**src/rtl/gtva_pkg.sv**
```systemverilog
// ----------------------------------------------------------------------------
// gtva_pkg
// shared types and constants of the generation tagged vmid allocator
// ----------------------------------------------------------------------------
package gtva_pkg;

	localparam int VMID_W     = 14;
	localparam int VGEN_W     = 64;
	localparam int CFG_IDX_W  = 1;
	localparam int CFG_DATA_W = 4;

	// request function codes
	localparam logic FUNC_ENTRY = 1'b0;
	localparam logic FUNC_FLUSH = 1'b1;

	// configuration register indexes
	localparam logic [CFG_IDX_W-1:0] CFG_VMID_ENABLE = 1'b0;
	localparam logic [CFG_IDX_W-1:0] CFG_ID_WIDTH    = 1'b1;

	// configuration reset values
	localparam logic                  VMID_ENABLE_RST = 1'b1;
	localparam logic [CFG_DATA_W-1:0] ID_WIDTH_RST    = 4'd14;

	typedef struct packed {
		logic              func;
		logic [VGEN_W-1:0] vcpu_generation;
		logic [VMID_W-1:0] cur_vmid;
	} req_t;

	typedef struct packed {
		logic [VMID_W-1:0] vmid;
		logic [VGEN_W-1:0] new_generation;
		logic              tlb_flush;
		logic              reassigned;
	} rsp_t;

	typedef struct packed {
		logic                  vmid_enable;
		logic [CFG_DATA_W-1:0] id_width;
	} cfg_t;

endpackage

```
**src/rtl/gtva_cfg.sv**
```systemverilog
// ----------------------------------------------------------------------------
// gtva_cfg
// configuration registers: vmid enable and implemented vmid width
// ----------------------------------------------------------------------------
module gtva_cfg (
	input  logic                                 clk,
	input  logic                                 arst_n,
	input  logic                                 wr_en,
	input  logic [gtva_pkg::CFG_IDX_W-1:0]      wr_index,
	input  logic [gtva_pkg::CFG_DATA_W-1:0]     wr_data,
	output gtva_pkg::cfg_t                       cfg
);

	gtva_pkg::cfg_t cfg_q;

	always_ff @(posedge clk or negedge arst_n) begin
		if (!arst_n) begin
			cfg_q.vmid_enable <= gtva_pkg::VMID_ENABLE_RST;
			cfg_q.id_width    <= gtva_pkg::ID_WIDTH_RST;
		end else if (wr_en) begin
			unique case (wr_index)
				gtva_pkg::CFG_VMID_ENABLE: cfg_q.vmid_enable <= wr_data[0];
				gtva_pkg::CFG_ID_WIDTH:    cfg_q.id_width    <= wr_data;
				default: ;
			endcase
		end
	end

	assign cfg = cfg_q;

endmodule

```
**src/rtl/gtva_core.sv**
```systemverilog
// ----------------------------------------------------------------------------
// gtva_core
// allocator state and the combinational next-item decision
// ----------------------------------------------------------------------------
module gtva_core #(
	parameter int GEN_WIDTH   = 64,
	parameter int MAX_ID_BITS = 14
) (
	input  logic            clk,
	input  logic            arst_n,
	input  logic            fire,
	input  gtva_pkg::cfg_t  cfg,
	input  gtva_pkg::req_t  req,
	output gtva_pkg::rsp_t  rsp
);

	localparam int ID_W  = MAX_ID_BITS + 1;
	localparam int EXT_W = (ID_W > gtva_pkg::VMID_W) ? ID_W : gtva_pkg::VMID_W;
	localparam logic [4:0] MaxLen = 5'(MAX_ID_BITS);

	logic [GEN_WIDTH-1:0] gen_q, gen_d, gen_inc, cur_gen;
	logic [ID_W-1:0]      nid_q, nid_d, max_id, id;
	logic                 act_q, act_d;
	logic [4:0]           len;
	logic                 in_use, wrap;
	logic [EXT_W-1:0]     id_ext;

	assign len = ({1'b0, cfg.id_width} > MaxLen) ? MaxLen : {1'b0, cfg.id_width};
	assign in_use  = act_q && cfg.vmid_enable && (len > 5'd1);
	assign max_id  = (ID_W'(1) << len) - ID_W'(1);
	assign gen_inc = gen_q + GEN_WIDTH'(1);
	assign wrap    = nid_q > max_id;
	assign cur_gen = wrap ? gen_inc : gen_q;
	assign id      = wrap ? ID_W'(1) : nid_q;
	assign id_ext  = EXT_W'(id);

	always_comb begin
		rsp.vmid           = req.cur_vmid;
		rsp.new_generation = req.vcpu_generation;
		rsp.tlb_flush      = 1'b0;
		rsp.reassigned     = 1'b0;
		gen_d = gen_q;
		nid_d = nid_q;
		act_d = act_q;
		if (req.func == gtva_pkg::FUNC_FLUSH) begin
			if (in_use) begin
				gen_d = gen_inc;
				if (gen_inc == '0)
					act_d = 1'b0;
			end
		end else if (!in_use) begin
			rsp.vmid = '0;
		end else if (req.vcpu_generation != gtva_pkg::VGEN_W'(gen_q)) begin
			if (wrap) begin
				gen_d = gen_inc;
				nid_d = ID_W'(1);
			end
			if (wrap && (gen_inc == '0)) begin
				// generation ran out while rolling over the ids
				act_d    = 1'b0;
				rsp.vmid = '0;
			end else begin
				nid_d              = id + ID_W'(1);
				rsp.vmid           = id_ext[gtva_pkg::VMID_W-1:0];
				rsp.new_generation = gtva_pkg::VGEN_W'(cur_gen);
				rsp.tlb_flush      = (id == ID_W'(1));
				rsp.reassigned     = 1'b1;
			end
		end
	end

	always_ff @(posedge clk or negedge arst_n) begin
		if (!arst_n) begin
			gen_q <= GEN_WIDTH'(1);
			nid_q <= ID_W'(1);
			act_q <= 1'b1;
		end else if (fire) begin
			gen_q <= gen_d;
			nid_q <= nid_d;
			act_q <= act_d;
		end
	end

	a_nid_nonzero: assert property (@(posedge clk) disable iff (!arst_n)
		nid_q != '0) else $error("next id is zero");

	a_inactive_sticks: assert property (@(posedge clk) disable iff (!arst_n)
		!act_q |=> !act_q) else $error("allocator reactivated without reset");

	a_active_gen_nonzero: assert property (@(posedge clk) disable iff (!arst_n)
		act_q |-> gen_q != '0) else $error("active allocator holds generation zero");

	a_reassign_gen: assert property (@(posedge clk) disable iff (!arst_n)
		fire && rsp.reassigned |=> gtva_pkg::VGEN_W'(gen_q) == $past(rsp.new_generation))
		else $error("issued generation differs from hart generation");

	a_flush_id_one: assert property (@(posedge clk) disable iff (!arst_n)
		fire && rsp.tlb_flush |-> rsp.reassigned && rsp.vmid == gtva_pkg::VMID_W'(1))
		else $error("tlb flush without issuing id one");

endmodule

```
**src/rtl/generation_tagged_vmid_allocator.sv**
```systemverilog
// ----------------------------------------------------------------------------
// generation_tagged_vmid_allocator
// per-hart round-robin vmid allocator with generation tags
// ----------------------------------------------------------------------------
// A request item is either a guest entry, which returns the vmid and
// generation the vcpu must use (a fresh id when its stored generation is
// stale), or a hart tlb flush, which advances the hart generation while
// vmids are in use. The block takes one item per clock while the result
// is not stalled; each item passes the input register, then the result
// register, and the generation compare, id increment and select in
// gtva_core are combinational between them. A result held in the result
// register by a stall keeps the next item in the input register, so the
// input stalls only while both registers are full and the result is
// stalled. There is no memory and no clearing pass after reset.
// Configuration writes are always taken (cfg_ready is tied high) and must
// only be issued while the block is idle.
// ----------------------------------------------------------------------------
module generation_tagged_vmid_allocator #(
	parameter int GEN_WIDTH   = 64,
	parameter int MAX_ID_BITS = 14
) (
	input  logic                                clk,
	input  logic                                arst_n,
	// request channel
	input  logic                                req_valid,
	output logic                                req_stall,
	input  gtva_pkg::req_t                      req,
	// result channel
	output logic                                rsp_valid,
	input  logic                                rsp_stall,
	output gtva_pkg::rsp_t                      rsp,
	// configuration write channel
	input  logic                                cfg_valid,
	output logic                                cfg_ready,
	input  logic [gtva_pkg::CFG_IDX_W-1:0]     cfg_index,
	input  logic [gtva_pkg::CFG_DATA_W-1:0]    cfg_data
);

	gtva_pkg::cfg_t cfg;
	gtva_pkg::req_t req_s1;
	logic           req_vld_s1;
	gtva_pkg::rsp_t rsp_d, rsp_q;
	logic           rsp_vld_q;
	logic           fire;

	// config registers, writes never back-pressured
	assign cfg_ready = 1'b1;

	gtva_cfg u_cfg (
		.clk      (clk),
		.arst_n   (arst_n),
		.wr_en    (cfg_valid && cfg_ready),
		.wr_index (cfg_index),
		.wr_data  (cfg_data),
		.cfg      (cfg)
	);

	// the item in the input register is processed when the result register
	// is empty or its item leaves this cycle
	assign fire      = req_vld_s1 && (!rsp_vld_q || !rsp_stall);
	// input register frees up whenever its item moves on
	assign req_stall = req_vld_s1 && !fire;

	always_ff @(posedge clk or negedge arst_n) begin
		if (!arst_n) begin
			req_vld_s1 <= 1'b0;
		end else if (req_valid && !req_stall) begin
			req_vld_s1 <= 1'b1;
		end else if (fire) begin
			req_vld_s1 <= 1'b0;
		end
	end

	// payload register, no reset needed
	always_ff @(posedge clk) begin
		if (req_valid && !req_stall)
			req_s1 <= req;
	end

	// allocator state and decision logic
	gtva_core #(
		.GEN_WIDTH   (GEN_WIDTH),
		.MAX_ID_BITS (MAX_ID_BITS)
	) u_core (
		.clk    (clk),
		.arst_n (arst_n),
		.fire   (fire),
		.cfg    (cfg),
		.req    (req_s1),
		.rsp    (rsp_d)
	);

	// result register
	always_ff @(posedge clk or negedge arst_n) begin
		if (!arst_n) begin
			rsp_vld_q <= 1'b0;
		end else if (fire) begin
			rsp_vld_q <= 1'b1;
		end else if (!rsp_stall) begin
			rsp_vld_q <= 1'b0;
		end
	end

	always_ff @(posedge clk) begin
		if (fire)
			rsp_q <= rsp_d;
	end

	assign rsp_valid = rsp_vld_q;
	assign rsp       = rsp_q;

endmodule

```
**config.mk**
```make
export PLATFORM = sky130hd
export DESIGN_NAME = generation_tagged_vmid_allocator
export DESIGN_NICKNAME = d
export VERILOG_FILES = /design/src/rtl/gtva_pkg.sv /design/src/rtl/gtva_cfg.sv /design/src/rtl/gtva_core.sv /design/src/rtl/generation_tagged_vmid_allocator.sv
export SDC_FILE = /design/constraint.sdc
export NUM_CORES = 1
export LEC_CHECK = 0
export ABC_CLOCK_PERIOD_IN_PS = 11960
export BUFFER_PORTS_ARGS = -buffer_cell sky130_fd_sc_hd__buf_2
export CAP_MARGIN = 0
export CORE_ASPECT_RATIO = 1.25
export CORE_MARGIN = 3
export CORE_UTILIZATION = 48
export DETAILED_ROUTE_END_ITERATION = 12
export PLACE_DENSITY = 0.68
export SLEW_MARGIN = 20
export SYNTH_ARGS = -nofsm -noshare
export SYNTH_HDL_FRONTEND = slang
export SYNTH_HIERARCHICAL = 1
export SYNTH_SLANG_ARGS = --single-unit
```
**constraint.sdc**
```tcl
create_clock -name clk -period 11.96 [get_ports clk]
set_clock_uncertainty 0.1 [all_clocks]
set_input_delay 2.392 -clock clk [delete_from_list [all_inputs] [get_ports clk]]
set_output_delay 2.392 -clock clk [all_outputs]
set_load 0.01 [all_outputs]
```
==> Implementation_results.wiki <==
{| class="wikitable"
! Metric !! Value
|-
| Site Rows || 68
|-
| Fraction of the cycle the final worst path needs || 44.2%
|-
| Classification of the worst-slack hold path || reg2reg
|-
| Max FO, Critical Path || 3
|-
| CTS-repair resized insts || 0
|-
| Maximum number of pins on one net before global-route repair || 80
|-
| Cell depth of the worst flop-to-flop path || 23
|-
| Overall die width || 158 um
|-
| Post-CTS Hold Fix Bufs || 0
|-
| Worst vdd rail ir drop || 140 uV
|-
| Nets@finish || 1,501
|-
| TritonCTS sink count || 246
|-
| Worst-skew pair later-pin latency || 0.55 ns
|-
| Final hold viol count || 0
|-
| Cell count after synthesis || 1,284
|-
| Detailed router's first-iteration violation count || 784
|-
| Met1 layer usage reported by global route || 31.8%
|-
| Power density over the cells || 135 nW/um2
|-
| Multiplexer share of the synthesized area || 6.06%
|-
| Multi-input gate area in the final layout || 6230 um2
|-
| IO Pins || 172
|-
| Detail-routed net length per standard cell || 22.3 um
|-
| Synthesized-area fraction occupied by xor and xnor cells || 13.0%
|-
| RD Place Congestion || 0.994
|-
| Antenna diode instance count || 0
|-
| Worst slew margin relative to its limit || 33.1%
|-
| Most congested layer reported by global routing || met2
|-
| Number of global-route vias before repair || 10.2k
|-
| Worst Hold Path Cells || 2
|-
| Number of clock buffers inserted by TritonCTS || 26
|-
| Combinational family with the most area after synthesis || simple AND/OR/NAND/NOR gates
|-
| Area fraction in compound gates after synthesis || 6.10%
|-
| Layout area overhead || 13.3%
|-
| Routing usage on met3 || 2.68%
|-
| Reported max-cap violation count || 0
|-
| Clock-pin slew of the registers on the worst-case setup and hold paths || 0.06 ns
|-
| Post-synthesis adder-cell area fraction || 1.72%
|-
| Data arrival, critical path || 2.80 ns
|-
| Final TNS setup || 0 ns
|-
| Setup WS pre-CTS || 6.67 ns
|-
| Met2 usage in global routing || 45.1%
|-
| Critical path launch point type || input pin
|-
| EDFF count, synth || 159
|-
| Result of the run || finished, final reports clean
|-
| Register bit total from synthesis || 246
|-
| Initial standard-cell utilization of the core || 49.2%
|-
| ANT nets after route || 0
|-
| Simple-gate portion of the synthesized area || 18.0%
|-
| Syn Area/Cell || 10.7 um2
|-
| Buffers inserted during post-CTS setup optimization || 0
|-
| Total wire length after detailed routing || 39,300 um
|-
| Number of synthesis warnings || 6
|-
| WS Path Type || in2out
|-
| Most instantiated library cell after synthesis || sky130_fd_sc_hd__edfxtp_1
|-
| Top achievable clock speed || 189 MHz
|-
| Global route total overflow || 0
|-
| Most used DFF post-synth || sky130_fd_sc_hd__edfxtp_1
|-
| Post-DR vias/cell || 5.83
|-
| Antenna violations before repair || 0
|-
| Total vias in the final route || 10.3k
|-
| Number of detailed-routing iterations run before antenna repair || 5
|-
| Leak Pwr || 6.42 nW
|-
| Buffers on Ports || 170
|-
| Synth area leader || sky130_fd_sc_hd__edfxtp_1
|-
| Final number of setup-violating endpoints || 0
|-
| Area share of the largest cell type after synthesis || 34.6%
|-
| Hold Crit Endpoint || u_core/act_q$_DFFE_PN1P_
|-
| Register-to-register path setup slack || 6.77 ns
|-
| Area taken by flip-flops and latches || 6960 um2
|-
| Filler cell count || 2,425
|-
| Sequential cell area fraction in the yosys report || 50.5%
|-
| Fraction of registers with async set or reset after synthesis || 35.4%
|-
| Number of remaining DRC errors || 0
|-
| Total die area || 30,800 um2
|-
| Final Critical Period || 5.29 ns
|-
| Post-synth design cell area || 13,800 um2
|-
| CTS tree || built
|-
| Global router's overall resource usage || 25.1%
|-
| Final-report max-slew violation count || 0
|-
| Commonest cells in the synthesized netlist || sky130_fd_sc_hd__edfxtp_1, sky130_fd_sc_hd__xor2_1, sky130_fd_sc_hd__nor2_1
|-
| Worst setup margin || 6.67 ns
|-
| Worst Min Path Start || u_core/act_q$_DFFE_PN1P_
|-
| Worst Tran Pin Value || 0.994 ns
|-
| Reg-to-reg critical path endpoint || u_core/nid_q[14]$_DFFE_PN0P_
|-
| H-tree levels || 1
|-
| Fraction of layout cells with a size suffix above 1 || 22.0%
|-
| Maximum root-to-sink buffer count || 3
|-
| Mapped Nets || 1,392
|-
| First-pass GRT wire length || 59,700 um
|-
| Category of the worst setup path capture point || output pin
|-
| Critical register-to-register path startpoint || u_cfg/cfg[2]$_DFFE_PN1P_
|-
| Setup repair after global routing missed its margin || no
|-
| Height of the die || 195 um
|-
| Area of the core || 28,000 um2
|-
| Clock Root Buffer || sky130_fd_sc_hd__clkbuf_16
|-
| Unique cell type count in the Yosys netlist || 70
|-
| Placed wire-length estimate || 28,600 um
|-
| Cell types occupying the most area after synthesis || sky130_fd_sc_hd__edfxtp_1, sky130_fd_sc_hd__dfrtp_1, sky130_fd_sc_hd__xor2_1
|-
| Required time at the endpoint of the critical path || 9.47 ns
|}
-- report_power, final --
part / switching (mW) / internal (mW) / leakage (nW)
logic: 0.141 / 0.109 / 3.32
clock network: 0.342 / 0.477 / 0.429
registers: 0.0571 / 0.985 / 2.67
-- layout by cell type, fill, tap and decap left out, types with 15 or more instances in the layout --
cell type                   Yosys  routed
sky130_fd_sc_hd__nor4_1        45      44
sky130_fd_sc_hd__edfxtp_1     159     159
sky130_fd_sc_hd__ha_1          19      19
sky130_fd_sc_hd__dfrtp_1       80      80
sky130_fd_sc_hd__xnor2_1       74      74
sky130_fd_sc_hd__nand4_1       57      57
sky130_fd_sc_hd__mux2i_1       22      22
sky130_fd_sc_hd__xor2_1       131     131
sky130_fd_sc_hd__mux2_2        39      39
sky130_fd_sc_hd__o21ai_0       49      49
sky130_fd_sc_hd__buf_2         29     169
sky130_fd_sc_hd__and3_1        31      31
sky130_fd_sc_hd__clkbuf_16      0      26
sky130_fd_sc_hd__nor3_1        34      34
sky130_fd_sc_hd__a22o_1        15      15
sky130_fd_sc_hd__nand2_1       93      93
sky130_fd_sc_hd__nor2_1        95      95
sky130_fd_sc_hd__nand3_1       52      52
sky130_fd_sc_hd__inv_1         39      39
-- registers in the layout (all words and copies together) (netlist names) --
name / flops
u_cfg/cfg: 5
rsp: 80
u_core/gen_q: 64
rsp_valid: 1
req_s1: 79
u_core/act_q: 1
req_vld_s1: 1
u_core/nid_q: 15
-- metal layers --
metal	vias to the layer above	wire (um)	share of wire, %
li1	4808	-	-
met1	5047	16200	41
met2	351	20100	51
met3	81	1860	4.7
met4	0	1160	2.9
met5	-	0	0
-- stage by stage --
| stage | cells | power [mW] | cell area (um2) | util [%] | hold slack [ns] |
|---|---|---|---|---|---|
| 3_3_place_gp | 1714 | 1.30 | 14700 | 52.6 | 0.347 |
| 4_1_cts | 1762 | 2.13 | 15600 | 55.7 | 0.359 |
| 6_report | 1763 | 2.11 | 15600 | 55.8 | 0.360 |
| 5_1_grt | 1763 | 2.19 | 15600 | 55.8 | 0.372 |
| 3_5_place_dp | 1714 | 1.31 | 14700 | 52.6 | 0.347 |
| 2_1_floorplan | 1284 | 1.22 | 13800 | - | 0.324 |
-- cell families (layout without fill, tap and decap cells) --
logic type      count (synthesis)  after routing
other cells                     1              1
xor+xnor                      205            205
compound gates                127            127
flops                         246            246
simple gates                  472            472
buf+inv                       141            270
fa+ha+maj                      19             19
mux                            73             73
-- cell type report --
| cell class | count | area share, % |
|---|---|---|
| Clock inverter | 13 | 0.905 |
| Tap cell | 350 | 2.80 |
| Clock buffer | 35 | 4.70 |
| Sequential cell | 246 | 44.6 |
| Timing Repair Buffer | 183 | 6.17 |
| Inverter | 39 | 0.937 |
| Multi-Input combinational cell | 897 | 39.9 |
-- how the worst max path moves through the flow --
stage	slack, ns	cells after the start	to	startpoint
2_1_floorplan	1.66	5	u_core/nid_q[14]$_DFFE_PN0P_	rsp_stall
4_1_cts	6.67	4	req_stall	rsp_stall
5_1_grt	6.31	23	u_core/nid_q[14]$_DFFE_PN0P_	u_cfg/cfg[2]$_DFFE_PN1P_
3_3_place_gp	6.68	4	req_stall	rsp_stall
6_report	6.67	4	req_stall	rsp_stall
3_5_place_dp	6.67	4	req_stall	rsp_stall
-- worst max-delay path, cell delays in order --
cell and delay (ns):
sky130_fd_sc_hd__buf_2 0.13, sky130_fd_sc_hd__nand3_2 0.10, sky130_fd_sc_hd__inv_1 0.06, sky130_fd_sc_hd__buf_2 0.12
Note: power is estimated with default switching activity, not from simulation.
